**config.mk**
```make
export PLATFORM = sky130hd
export DESIGN_NAME = task_state_table_scheduler_flat
export DESIGN_NICKNAME = d
export VERILOG_FILES = /design/src/hw/rtl/tsts_pkg.sv /design/src/hw/rtl/tsts_req_if.sv /design/src/hw/rtl/tsts_rsp_if.sv /design/src/hw/rtl/task_state_table_scheduler.sv /design/src/flat_wrapper.sv
export SDC_FILE = /design/constraint.sdc
export NUM_CORES = 2
export LEC_CHECK = 0
export BUFFER_PORTS_ARGS = -buffer_cell sky130_fd_sc_hd__buf_2
export CAP_MARGIN = 0
export CORE_MARGIN = 2
export CORE_UTILIZATION = 49
export DETAILED_ROUTE_END_ITERATION = 16
export PLACE_DENSITY = 0.73
export SLEW_MARGIN = 20
export SYNTH_ARGS = -nofsm -noshare
export SYNTH_HDL_FRONTEND = slang
export SYNTH_SLANG_ARGS = --single-unit
```
**constraint.sdc**
```tcl
create_clock -name clk -period 10.2 [get_ports clk]
set_input_delay 0 -clock clk [delete_from_list [all_inputs] [get_ports clk]]
set_output_delay 0 -clock clk [all_outputs]
set_load 0.05 [all_outputs]
```
**src/hw/rtl/tsts_pkg.sv**
```systemverilog
// types and constants shared by the task table scheduler
`timescale 1ns / 1ps
package tsts_pkg;

	typedef enum logic [2:0] {
		CMD_CREATE    = 3'd0,
		CMD_DISPATCH  = 3'd1,
		CMD_YIELD     = 3'd2,
		CMD_SUSPEND   = 3'd3,
		CMD_WAKEUP    = 3'd4,
		CMD_TICK      = 3'd5,
		CMD_TERMINATE = 3'd6
	} cmd_t;

	typedef enum logic [2:0] {
		SS_UNUSED     = 3'd0,
		SS_RUNNABLE   = 3'd1,
		SS_RUNNING    = 3'd2,
		SS_WAITING    = 3'd3,
		SS_TERMINATED = 3'd4
	} slot_state_t;

	localparam logic [2:0] RS_OK       = 3'd0;
	localparam logic [2:0] RS_NONE     = 3'd1;
	localparam logic [2:0] RS_NO_TASK  = 3'd2;
	localparam logic [2:0] RS_TIMER    = 3'd3;
	localparam logic [2:0] RS_CPU_BUSY = 3'd4;

	localparam logic [15:0] DEFAULT_QUANTUM_RESET = 16'd10;

	// one task record as held in the table memory
	typedef struct packed {
		logic [31:0] id;
		logic [15:0] quantum;
		logic [7:0]  condition;
		logic [31:0] sleep;
		logic [31:0] exit_value;
	} task_rec_t;

endpackage

```
**src/hw/rtl/tsts_req_if.sv**
```systemverilog
// request channel carrying one scheduler command
`timescale 1ns / 1ps
interface tsts_req_if;
	logic        valid;
	logic        ready;
	logic [2:0]  cmd;
	logic [1:0]  cpu;
	logic [15:0] quantum;
	logic [7:0]  wait_cond;
	logic [31:0] sleep_count;
	logic signed [31:0] exit_value;

	modport source (output valid, cmd, cpu, quantum, wait_cond, sleep_count, exit_value,
		input ready);
	modport sink (input valid, cmd, cpu, quantum, wait_cond, sleep_count, exit_value,
		output ready);
endinterface

```
**src/hw/rtl/tsts_rsp_if.sv**
```systemverilog
// result channel carrying one scheduler answer
`timescale 1ns / 1ps
interface tsts_rsp_if;
	logic        valid;
	logic        ready;
	logic [2:0]  status;
	logic [3:0]  slot;
	logic [31:0] task_id;
	logic [15:0] slice;
	logic [31:0] tick_value;

	modport source (output valid, status, slot, task_id, slice, tick_value, input ready);
	modport sink (input valid, status, slot, task_id, slice, tick_value, output ready);
endinterface

```
**src/hw/rtl/task_state_table_scheduler.sv**
```systemverilog
// create scans slot states one per cycle for a free slot; dispatch scans from the cpu's pointer
// and then reads the record; wakeup and tick read every record, tick writing back sleep counts;
// yield, suspend, terminate read the running record; refused or unknown commands go to the result.
// Throughput: one request at a time, set by the single-port record memory walk and a held result.
// Reset clears slot states, cpu state, counters and the result valid flag at once;
// the record memory is not cleared and no request waits on reset.
`timescale 1ns / 1ps
module task_state_table_scheduler
	import tsts_pkg::*;
#(
	parameter int TABLE_SLOTS = 16,
	parameter int CPU_COUNT   = 4
) (
	input  logic        clk,
	input  logic        arst_n,
	input  logic        cfg_we,
	input  logic [15:0] cfg_wdata,
	tsts_req_if.sink    req,
	tsts_rsp_if.source  rsp
);

	localparam int SW = (TABLE_SLOTS > 1) ? $clog2(TABLE_SLOTS) : 1;
	localparam int CW = SW + 1;
	localparam logic [SW-1:0] LAST_IDX = SW'(TABLE_SLOTS - 1);

	typedef enum logic [2:0] {
		FSM_IDLE,
		FSM_SCAN,
		FSM_RD,
		FSM_EV,
		FSM_DONE
	} fsm_t;

	fsm_t state_q;

	logic [15:0] dflt_q_q;
	slot_state_t slot_status_q [TABLE_SLOTS];
	logic        cpu_busy_q    [CPU_COUNT];
	logic [SW-1:0] cpu_run_q   [CPU_COUNT];
	logic [SW-1:0] cpu_scan_q  [CPU_COUNT];
	logic [31:0] last_id_q;
	logic [31:0] tick_q;

	// latched request
	logic [2:0]  cmd_q;
	logic [1:0]  cpu_q;
	logic [15:0] quantum_q;
	logic [7:0]  cond_q;
	logic [31:0] sleep_q;
	logic [31:0] exit_q;

	logic [SW-1:0] idx_q;
	logic [CW-1:0] cnt_q;

	// result being built
	logic [2:0]  res_status_q;
	logic [SW-1:0] res_slot_q;
	logic [31:0] res_id_q;
	logic [15:0] res_slice_q;
	logic        res_found_q;

	// result register
	logic        out_valid_q;
	logic [2:0]  out_status_q;
	logic [3:0]  out_slot_q;
	logic [31:0] out_id_q;
	logic [15:0] out_slice_q;
	logic [31:0] out_tick_q;

	// record memory
	task_rec_t   mem [TABLE_SLOTS];
	task_rec_t   rdata_q;
	logic        mem_we;
	task_rec_t   mem_wdata;

	logic          req_fire;
	logic          cpu_ok;
	logic          last;
	logic [SW-1:0] idx_next;

	assign req_fire = req.valid && req.ready;
	assign req.ready = (state_q == FSM_IDLE);
	assign cpu_ok = (32'(req.cpu) < 32'(CPU_COUNT));
	assign last = (cnt_q == CW'(TABLE_SLOTS - 1));
	assign idx_next = (idx_q == LAST_IDX) ? '0 : idx_q + 1'b1;

	assign rsp.valid      = out_valid_q;
	assign rsp.status     = out_status_q;
	assign rsp.slot       = out_slot_q;
	assign rsp.task_id    = out_id_q;
	assign rsp.slice      = out_slice_q;
	assign rsp.tick_value = out_tick_q;

	// record write port
	always_comb begin
		mem_we = 1'b0;
		mem_wdata = rdata_q;
		case (state_q)
			FSM_SCAN: begin
				if (cmd_q == CMD_CREATE && slot_status_q[idx_q] == SS_UNUSED) begin
					mem_we = 1'b1;
					mem_wdata.id = last_id_q + 32'd1;
					mem_wdata.quantum = (quantum_q != '0) ? quantum_q : dflt_q_q;
					mem_wdata.condition = '0;
					mem_wdata.sleep = '0;
					mem_wdata.exit_value = '0;
				end
			end
			FSM_EV: begin
				case (cmd_q)
					CMD_SUSPEND: begin
						mem_we = 1'b1;
						mem_wdata.condition = cond_q;
						mem_wdata.sleep = sleep_q;
					end
					CMD_TERMINATE: begin
						mem_we = 1'b1;
						mem_wdata.exit_value = exit_q;
					end
					CMD_TICK: begin
						if (slot_status_q[idx_q] == SS_WAITING && rdata_q.sleep != '0
							&& rdata_q.condition == '0) begin
							mem_we = 1'b1;
							mem_wdata.sleep = rdata_q.sleep - 32'd1;
						end
					end
					default: ;
				endcase
			end
			default: ;
		endcase
	end

	// memory with registered read
	always_ff @(posedge clk) begin
		if (mem_we) begin
			mem[idx_q] <= mem_wdata;
		end
		rdata_q <= mem[idx_q];
	end

	// configuration register
	always_ff @(posedge clk or negedge arst_n) begin
		if (!arst_n) begin
			dflt_q_q <= DEFAULT_QUANTUM_RESET;
		end else if (cfg_we) begin
			dflt_q_q <= cfg_wdata;
		end
	end

	// sequencer, slot and cpu state, result register
	always_ff @(posedge clk or negedge arst_n) begin
		if (!arst_n) begin
			state_q <= FSM_IDLE;
			for (int i = 0; i < TABLE_SLOTS; i++) begin
				slot_status_q[i] <= SS_UNUSED;
			end
			for (int c = 0; c < CPU_COUNT; c++) begin
				cpu_busy_q[c] <= 1'b0;
				cpu_run_q[c] <= '0;
				cpu_scan_q[c] <= '0;
			end
			last_id_q <= '0;
			tick_q <= '0;
			out_valid_q <= 1'b0;
			cmd_q <= '0;
			cpu_q <= '0;
			idx_q <= '0;
			cnt_q <= '0;
			res_found_q <= 1'b0;
		end else begin
			// release the result unless a new one is loaded this cycle
			if (out_valid_q && rsp.ready && state_q != FSM_DONE) begin
				out_valid_q <= 1'b0;
			end
			case (state_q)
				FSM_IDLE: begin
					if (req_fire) begin
						cmd_q <= req.cmd;
						cpu_q <= req.cpu;
						quantum_q <= req.quantum;
						cond_q <= req.wait_cond;
						sleep_q <= req.sleep_count;
						exit_q <= req.exit_value;
						cnt_q <= '0;
						idx_q <= '0;
						res_status_q <= RS_OK;
						res_slot_q <= '0;
						res_id_q <= '0;
						res_slice_q <= '0;
						res_found_q <= 1'b0;
						case (req.cmd)
							CMD_CREATE: state_q <= FSM_SCAN;
							CMD_DISPATCH: begin
								if (!cpu_ok || cpu_busy_q[req.cpu]) begin
									res_status_q <= RS_CPU_BUSY;
									state_q <= FSM_DONE;
								end else begin
									idx_q <= cpu_scan_q[req.cpu];
									state_q <= FSM_SCAN;
								end
							end
							CMD_YIELD, CMD_SUSPEND, CMD_TERMINATE: begin
								if (!cpu_ok || !cpu_busy_q[req.cpu]) begin
									res_status_q <= RS_NO_TASK;
									state_q <= FSM_DONE;
								end else begin
									idx_q <= cpu_run_q[req.cpu];
									state_q <= FSM_RD;
								end
							end
							CMD_WAKEUP: state_q <= FSM_RD;
							CMD_TICK: begin
								tick_q <= tick_q + 32'd1;
								state_q <= FSM_RD;
							end
							default: state_q <= FSM_DONE;
						endcase
					end
				end
				// status-only walk for create and dispatch
				FSM_SCAN: begin
					if (cmd_q == CMD_CREATE) begin
						if (slot_status_q[idx_q] == SS_UNUSED) begin
							last_id_q <= last_id_q + 32'd1;
							slot_status_q[idx_q] <= SS_RUNNABLE;
							res_slot_q <= idx_q;
							res_id_q <= last_id_q + 32'd1;
							state_q <= FSM_DONE;
						end else if (last) begin
							res_status_q <= RS_NONE;
							state_q <= FSM_DONE;
						end else begin
							idx_q <= idx_next;
							cnt_q <= cnt_q + 1'b1;
						end
					end else begin
						if (slot_status_q[idx_q] == SS_RUNNABLE) begin
							slot_status_q[idx_q] <= SS_RUNNING;
							cpu_busy_q[cpu_q] <= 1'b1;
							cpu_run_q[cpu_q] <= idx_q;
							cpu_scan_q[cpu_q] <= idx_next;
							res_slot_q <= idx_q;
							state_q <= FSM_RD;
						end else if (last) begin
							res_status_q <= RS_NONE;
							state_q <= FSM_DONE;
						end else begin
							idx_q <= idx_next;
							cnt_q <= cnt_q + 1'b1;
						end
					end
				end
				FSM_RD: state_q <= FSM_EV;
				// act on the record just read
				FSM_EV: begin
					case (cmd_q)
						CMD_DISPATCH: begin
							res_id_q <= rdata_q.id;
							res_slice_q <= rdata_q.quantum;
							state_q <= FSM_DONE;
						end
						CMD_YIELD, CMD_SUSPEND, CMD_TERMINATE: begin
							res_slot_q <= idx_q;
							res_id_q <= rdata_q.id;
							cpu_busy_q[cpu_q] <= 1'b0;
							if (cmd_q == CMD_YIELD) begin
								slot_status_q[idx_q] <= SS_RUNNABLE;
							end else if (cmd_q == CMD_SUSPEND) begin
								slot_status_q[idx_q] <= SS_WAITING;
							end else begin
								slot_status_q[idx_q] <= SS_TERMINATED;
							end
							state_q <= FSM_DONE;
						end
						CMD_WAKEUP: begin
							if (slot_status_q[idx_q] == SS_WAITING
								&& rdata_q.condition == cond_q) begin
								slot_status_q[idx_q] <= SS_RUNNABLE;
								if (!res_found_q) begin
									res_found_q <= 1'b1;
									res_slot_q <= idx_q;
									res_id_q <= rdata_q.id;
								end
							end
							idx_q <= idx_next;
							cnt_q <= cnt_q + 1'b1;
							state_q <= last ? FSM_DONE : FSM_RD;
						end
						default: begin
							// tick
							if (slot_status_q[idx_q] == SS_WAITING && rdata_q.sleep != '0) begin
								if (rdata_q.condition != '0) begin
									if (!res_found_q) begin
										res_found_q <= 1'b1;
										res_status_q <= RS_TIMER;
										res_slot_q <= idx_q;
										res_id_q <= rdata_q.id;
									end
								end else if (rdata_q.sleep == 32'd1) begin
									slot_status_q[idx_q] <= SS_RUNNABLE;
								end
							end
							idx_q <= idx_next;
							cnt_q <= cnt_q + 1'b1;
							state_q <= last ? FSM_DONE : FSM_RD;
						end
					endcase
				end
				// hand the result over once the output register is free
				FSM_DONE: begin
					if (!out_valid_q || rsp.ready) begin
						out_valid_q <= 1'b1;
						out_status_q <= res_status_q;
						out_slot_q <= 4'(res_slot_q);
						out_id_q <= res_id_q;
						out_slice_q <= res_slice_q;
						out_tick_q <= tick_q;
						state_q <= FSM_IDLE;
					end else begin
						out_valid_q <= 1'b1;
					end
				end
				default: state_q <= FSM_IDLE;
			endcase
		end
	end

endmodule

```
**src/flat_wrapper.sv**
```systemverilog
// flat-port wrapper written by rule: the top's interface ports become plain ports
module task_state_table_scheduler_flat import tsts_pkg::*;
#(
	parameter int TABLE_SLOTS = 16,
	parameter int CPU_COUNT   = 4
)
  (clk, arst_n, cfg_we, cfg_wdata, req_valid, req_cmd, req_cpu, req_quantum, req_wait_cond, req_sleep_count, req_exit_value, req_ready, rsp_valid, rsp_status, rsp_slot, rsp_task_id, rsp_slice, rsp_tick_value, rsp_ready);
  tsts_req_if req_i ();
  tsts_rsp_if rsp_i ();
  input  logic clk;
  input  logic arst_n;
  input  logic cfg_we;
  input  logic [15:0] cfg_wdata;
  input wire logic [$bits(req_i.valid)-1:0] req_valid;
  input wire logic [$bits(req_i.cmd)-1:0] req_cmd;
  input wire logic [$bits(req_i.cpu)-1:0] req_cpu;
  input wire logic [$bits(req_i.quantum)-1:0] req_quantum;
  input wire logic [$bits(req_i.wait_cond)-1:0] req_wait_cond;
  input wire logic [$bits(req_i.sleep_count)-1:0] req_sleep_count;
  input wire logic [$bits(req_i.exit_value)-1:0] req_exit_value;
  output wire logic [$bits(req_i.ready)-1:0] req_ready;
  output wire logic [$bits(rsp_i.valid)-1:0] rsp_valid;
  output wire logic [$bits(rsp_i.status)-1:0] rsp_status;
  output wire logic [$bits(rsp_i.slot)-1:0] rsp_slot;
  output wire logic [$bits(rsp_i.task_id)-1:0] rsp_task_id;
  output wire logic [$bits(rsp_i.slice)-1:0] rsp_slice;
  output wire logic [$bits(rsp_i.tick_value)-1:0] rsp_tick_value;
  input wire logic [$bits(rsp_i.ready)-1:0] rsp_ready;
  assign req_i.valid = req_valid;
  assign req_i.cmd = req_cmd;
  assign req_i.cpu = req_cpu;
  assign req_i.quantum = req_quantum;
  assign req_i.wait_cond = req_wait_cond;
  assign req_i.sleep_count = req_sleep_count;
  assign req_i.exit_value = req_exit_value;
  assign req_ready = req_i.ready;
  assign rsp_valid = rsp_i.valid;
  assign rsp_status = rsp_i.status;
  assign rsp_slot = rsp_i.slot;
  assign rsp_task_id = rsp_i.task_id;
  assign rsp_slice = rsp_i.slice;
  assign rsp_tick_value = rsp_i.tick_value;
  assign rsp_i.ready = rsp_ready;
  task_state_table_scheduler #(.TABLE_SLOTS(TABLE_SLOTS), .CPU_COUNT(CPU_COUNT)) u_core (.clk(clk), .arst_n(arst_n), .cfg_we(cfg_we), .cfg_wdata(cfg_wdata), .req(req_i), .rsp(rsp_i));
endmodule
```
Yosys cells after proc, flatten, opt, wreduce, memory -nomap -nowiden
Memory sizes are Yosys's and may differ from the RTL's. A register that Yosys moved wholly into a read port is not among the register bits.
Cells that the tools add are included.
Cells by class
  muxes and demuxes: 122
  order comparisons: 5
  bitwise gates (word level): 19
  add/subtract/negate cells: 5
  reductions and logical operators: 44
  equality and inequality tests: 50
Operator list (count)
  48-bit 2-to-1 mux: 10
  32-bit 2-to-1 mux: 9
  48-bit one-hot mux with 3 select lines: 1
  72-bit one-hot mux with 2 select lines: 1
  32-bit one-hot mux with 2 select lines: 2
  120-bit 2-to-1 mux: 1
  4-bit 2-to-1 mux: 25
  32-bit bitwise AND: 3
  32-bit NOT: 3
  32-bit one-hot mux with 3 select lines: 1
  48-bit one-hot mux with 2 select lines: 1
  3-bit 2-to-1 mux: 23
  32-bit by 1-bit adder with 32-bit output, second input constant: 2
  16-bit 2-to-1 mux: 3
  16-bit bitwise OR: 3
  4-bit one-hot mux with 3 select lines: 3
  16-bit bitwise mux: 2
  32-bit by 1-bit == test with 1-bit output, second input constant: 1
  32-bit bitwise OR: 1
  16-bit one-hot mux with 2 select lines: 1
  32-bit nonzero test: 1
  32-bit by 1-bit subtractor with 32-bit output, second input constant: 1
  5-bit 2-to-1 mux: 6
  3-bit by 2-bit == test with 1-bit output, second input constant: 7
  other kinds (63): 134
Word-level totals
  memory bits (writable): 1920
  bits in registers: 413
  word-level logic and storage cells: 297
  output and inout bits: 89
  memories: 1
  input port bits: 114
Memory list
  u_core.mem: words 16, bits a word 120, read ports 1, clocked after Yosys merged registers in 1, wr ports 1, RTL line task_state_table_scheduler.sv:71  | task_rec_t mem [TABLE_SLOTS];

Depth between registers and ports, before layout
  depth in word-level cells: 12
  depth in mapped cells: 12

Least setup slack after synthesis
No wires, ideal clock.
  kind: register to register
  from: reg u_core.idx_q[0]
  to: mem u_core.mem[8][100] (netlist name), enable pin
  cell stages (with the launch flop): 11
  setup slack: 3.325 ns
  data required time: 9.664 ns
  setup time: 0.536 ns
  data arrival time: 6.339 ns
  path through: dfrtp_1 buf_4 buf_6 mux4_2 a22oi_2 nand2_2 nor4_4 a311oi_1 o31a_1 buf_2 nor2_1
Between the ends
  word-level cells in the longest chain between the ends: 12
RTL lines
  start: declaration: RTL line task_state_table_scheduler.sv:52  | logic [SW-1:0] idx_q;
  start signal: assignment: RTL line task_state_table_scheduler.sv:199  | idx_q <= cpu_scan_q[req.cpu];
  start signal: assignment: RTL line task_state_table_scheduler.sv:208  | idx_q <= cpu_run_q[req.cpu];
  start signal: assignment: RTL line task_state_table_scheduler.sv:234  | idx_q <= idx_next;
  4-bit NOT with 5-bit output (not written as such): RTL line task_state_table_scheduler.sv:100, task_state_table_scheduler.sv:121
  3-bit binary-select mux with 4-bit select: RTL line task_state_table_scheduler.sv:100, task_state_table_scheduler.sv:121
  3-bit 2-to-1 mux (not written as such) (2 in a row): RTL line task_state_table_scheduler.sv:100, task_state_table_scheduler.sv:121
  3-bit by 2-bit == test with 1-bit output: RTL line task_state_table_scheduler.sv:121  | if (slot_status_q[idx_q] == SS_WAITING && rdata_q.sleep != '0
  1-bit logical AND: RTL line task_state_table_scheduler.sv:121
  1-bit logical AND: RTL line task_state_table_scheduler.sv:122  | && rdata_q.condition == '0) begin
  1-bit 2-to-1 mux: RTL line task_state_table_scheduler.sv:121
  1-bit one-hot mux with 2 select lines: RTL line task_state_table_scheduler.sv:110  | case (cmd_q)
  1-bit one-hot mux with 2 select lines: RTL line task_state_table_scheduler.sv:98  | case (state_q)
  1-bit 2-to-1 mux: RTL line task_state_table_scheduler.sv:136  | if (mem_we) begin
  1-bit 2-to-1 mux (not written as such): RTL line task_state_table_scheduler.sv:137  | mem[idx_q] <= mem_wdata;
  end: declaration: RTL line task_state_table_scheduler.sv:71
Several ways; a longest one is shown, not always the timed one. The select of a mux whose other input is x is not followed.

Final worst setup path
  from: reg u_core.idx_q[1]
  to: mem u_core.mem[0][118] (netlist name), enable pin
The elaborated chain is that of the path after synthesis.

==> impl_results.md <==
* Share of synthesized registers carrying an async set or reset at about a tenth
* Slew HR at between 20% and 30%
* Power density of the placed cells at around 240 nW/um2
* Number of nets at the end of the flow at 4342
* YS warnings at 0
* Global-route wire length before repair at 256000 um
* Final-layout fill cell count at 10800
* Sort of element at the end of the critical path: flip-flop
* Starting density of the core at 49.2%
* Via count of the first global-routing pass at between 30000 and 40000
* Standard-cell rows at 142
* Synth Flop Type: edfxtp_1
* Final worst slack at 3.75 ns
* Die Height at 391 um
* Hold Violations, Final at 0
* Path class of the lowest-slack min-delay path: input port to flip-flop
* Post-detailed-routing wire length at 171000 um
* Multi-input combinational cell area at 18200 um2
* Final std cells w/o fill at 6391
* Total via count after detailed routing at between 30000 and 40000
* Worst IR Drop VDD at 200 uV
* Syn avg cell area at around 19 um2
* Area added between synthesis and finish at 15.9%
* Count of pins over their slew limit at 0
* Post-Syn Nets at 3899
* Sequential cell area fraction in the yosys report at 74.2%
* Time the worst path needs with I/O delays and setup at about 6.5 ns
* Number of distinct library cell variants in the gate-level netlist after synthesis at 84
* Min-delay src: rsp_ready
* Worst path arrival time at 6.89 ns
* Cell Count Post-Placement at 5859
* Core footprint at 149000 um2
* Drt first-iter violations at 5170
* Register-to-register path setup slack at between 3 and 4 ns
* Footprint of the flip-flops and latches at 54600 um2
* Post-CTS clock slew at the launch and capture registers of the worst setup and hold paths at 0.06 ns
* Summed negative setup slack over all endpoints at 0 ns
* Number of top-level design ports at 203
* Maximum net fanout on the critical path at 52
* Crit start category: flip-flop
* Number of buffer cells added on primary ports at 170
* Antenna diodes at 0
* Transition at the pin with the smallest max-transition slack at 1.14 ns
* Buffer type at the clock tree root: clkbuf_16
* Post-synthesis sequential element count at around 1900
* Master of the slowest instance on the critical path: dfrtp_4
* Met2 wire length at 83500 um
* Post-Layout Inst Area at 85300 um2
* Overall overflow remaining after global route at 0
* Total Routing Usage GR at 22.6%
* Half-perimeter wire length after placement at 87300 um
* Post-synth EDFFs at about 1600
* Setup repair after global routing missed its margin: false
* Post-Syn Area at 73600 um2
* Crit path required time at around 11 ns
* Number of design rule violations left after detail routing at 0
* CP cell instances: buf_4 > mux4_2 > nand2_1 > nand4_1 > nor4b_1 > nand2_4 > o31a_2 > nor2_4 > buf_4 > buf_4
* Layout cell share with drive strength beyond 1 at between 20 and 30%
* Antenna Nets Post-Route at 0
* Pre-CTS setup slack at 3.62 ns
* Antenna violations before repair at 2
* Total Die Area at 153000 um2
* Die X at 391 um
* Total of cells resized after clock tree synthesis at 0
* Routability-driven placement congestion ratio at 0.883
* Highest layer used for signal routing: met4
* WL met3 at between 10000 and 15000 um
* Longest Clk Path Bufs at 3
* Placed inst area at about 77000 um2
* Clk_skew at 0.0672 ns
* Outcome: finished clean
* Setup CP Type: flip-flop to flip-flop
* First drt pass iteration count at 9
* Delay of the slowest cell on the worst path at 0.88 ns
* Leak pwr at 28.1 nW
* Number of H-tree levels at 4
* Per-cell routed wire length at approximately 27 um
* Beginning of the worst register-to-register path: u_core.idx_q[1]
* Met1 routed wirelength after detailed routing at 68700 um
* MaxCap Viol Count at 0
* Number of buffers created by CTS at 182
* Clock insertion delay at the later pin of the skew report at 0.84 ns
* Clock Sink Count at 1877
* CP Launch Point: u_core.idx_q[1]
* Share of the clock period used by the worst path at 63.2%
* Setup violators final at 0
* CTS tree: yes
* Max Freq at 155 MHz
* Cell type with the highest occurrence count on the critical path: buf_4
* Post-detailed-route via-to-cell ratio at a little over 6
* Gate count after technology mapping at 3774
* Largest net degree at the start of global routing at 165
==> critical path, delay by kind of cell (launching register included) <==
family / cells / cell delay, ns
buffers and inverters: 3 / 2.29
multiplexers: 1 / 0.43
AND/OR/NAND/NOR: 5 / 1.80
flip-flops: 1 / 0.88
AO/OA/AOI/OAI: 1 / 0.50
==> per-layer routing <==
metal / vias to the layer above / global-route usage, %
met3: 357 / 3.87
met1: 20300 / 31.7
met5: - / 0
met4: 0 / 6.71
met2: 2069 / 36.4
li1: 16300 / -
==> where the power goes <==
part           switching [mW]  leakage, nW  internal [mW]
Clock                    2.89         2.94           3.86
Combinational            2.51         7.44           1.54
Sequential              0.321         17.7           9.58
==> layout make-up <==
cell class	count	area share, %
Clock buffer	233	5.77
Clock inverter	109	1.33
Inverter	33	0.145
Multi-Input combinational cell	1655	21.4
Sequential cell	1877	64.0
Tap cell	2016	2.96
Timing Repair Buffer	468	4.42
==> synth_stat cells, types with 13 or more instances <==
cell / number / area share [%]
edfxtp_1: 1606 / 66
mux4_2: 463 / 14
nand2_1: 220 / 1.1
dfrtp_1: 181 / 6.2
clkbuf_1: 142 / 0.72
nor2_1: 133 / 0.68
o21ai_0: 98 / 0.67
dfxtp_1: 88 / 2.4
mux2_2: 73 / 1.1
a21oi_1: 71 / 0.48
nand3_1: 66 / 0.45
xnor2_1: 54 / 0.64
buf_1: 51 / 0.26
nand4_1: 42 / 0.36
xor2_1: 40 / 0.48
and3_1: 34 / 0.29
nor3_1: 33 / 0.22
nor4_1: 33 / 0.28
inv_1: 31 / 0.16
o22ai_1: 20 / 0.17
o221ai_1: 18 / 0.21
mux2_1: 17 / 0.26
o211ai_1: 15 / 0.15
a22oi_1: 14 / 0.14
a21o_1: 13 / 0.13
and2_1: 13 / 0.11
==> cell usage in the layout, fill, tap and decap left out, types with 33 or more instances in the layout <==
master / n
edfxtp_1: 1606
mux4_2: 463
nand2_1: 219
clkbuf_16: 185
dlygate4sd3_1: 179
dfrtp_1: 176
buf_2: 170
nor2_1: 114
o21ai_0: 96
buf_4: 96
dfxtp_1: 88
mux2_2: 73
a21oi_1: 68
nand3_1: 66
xnor2_1: 54
nand4_1: 42
xor2_1: 40
clkinv_2: 39
clkbuf_1: 37
and3_1: 34
nor4_1: 33
==> through the flow <==
stage | hold slack [ns] | total power, mW | utilization, %
CTS | 0.0473 | 20.7 | 57.0
finish | 0.131 | 20.7 | 57.1
detailed placement | -0.00570 | 13.9 | 51.7
floorplan | -0.296 | 12.6 | -
global route | 0.109 | 21.4 | 57.1
global placement | -0.00545 | 13.8 | 51.7
==> state kept, by name, indices dropped and copies added (netlist names), 32 cells and up, named ones only <==
name / count
u_core.mem: 1408
u_core.res_id_q: 32
u_core.rdata_q: 88
u_core.last_id_q: 32
u_core.rsp.task_id: 32
u_core.tick_q: 32
u_core.sleep_q: 32
u_core.rsp.tick_value: 32
==> logic make-up (layout without fill, tap and decap cells) <==
| kind of cell | count (synthesis) | count (layout) | share of synthesized area, % |
|---|---|---|---|
| adder cells (fa/ha/maj) | 11 | 11 | 0.187 |
| buffers and inverters | 242 | 843 | 1.30 |
| AND/OR/NAND/NOR | 659 | 659 | 4.63 |
| AO/OA/AOI/OAI | 331 | 331 | 2.92 |
| XOR/XNOR | 94 | 94 | 1.12 |
| flip-flops | 1877 | 1877 | 74.2 |
| multiplexers | 560 | 560 | 15.7 |
==> path summary, 6_finish.rpt <==
| kind | cells after the start | endpoint |
|---|---|---|
| worst max-delay path | 10 | u_core.mem[0][118] |
| worst min-delay path | 4 | u_core.rsp.valid |
| worst max register to register | 10 | u_core.mem[0][118] |
| worst min register to register | 0 | u_core.rsp.slot[1] |
| max in group asynchronous | 5 | u_core.idx_q[0] |
| min in group asynchronous | 4 | u_core.cpu_scan_q[15] |
==> what timing repair did <==
action | CTS | global route
setup buffers | 0 | 0
hold buffers | 180 | 0
endpoints found under the hold margin | 275 | 0
(Power assumes the default switching activity.)
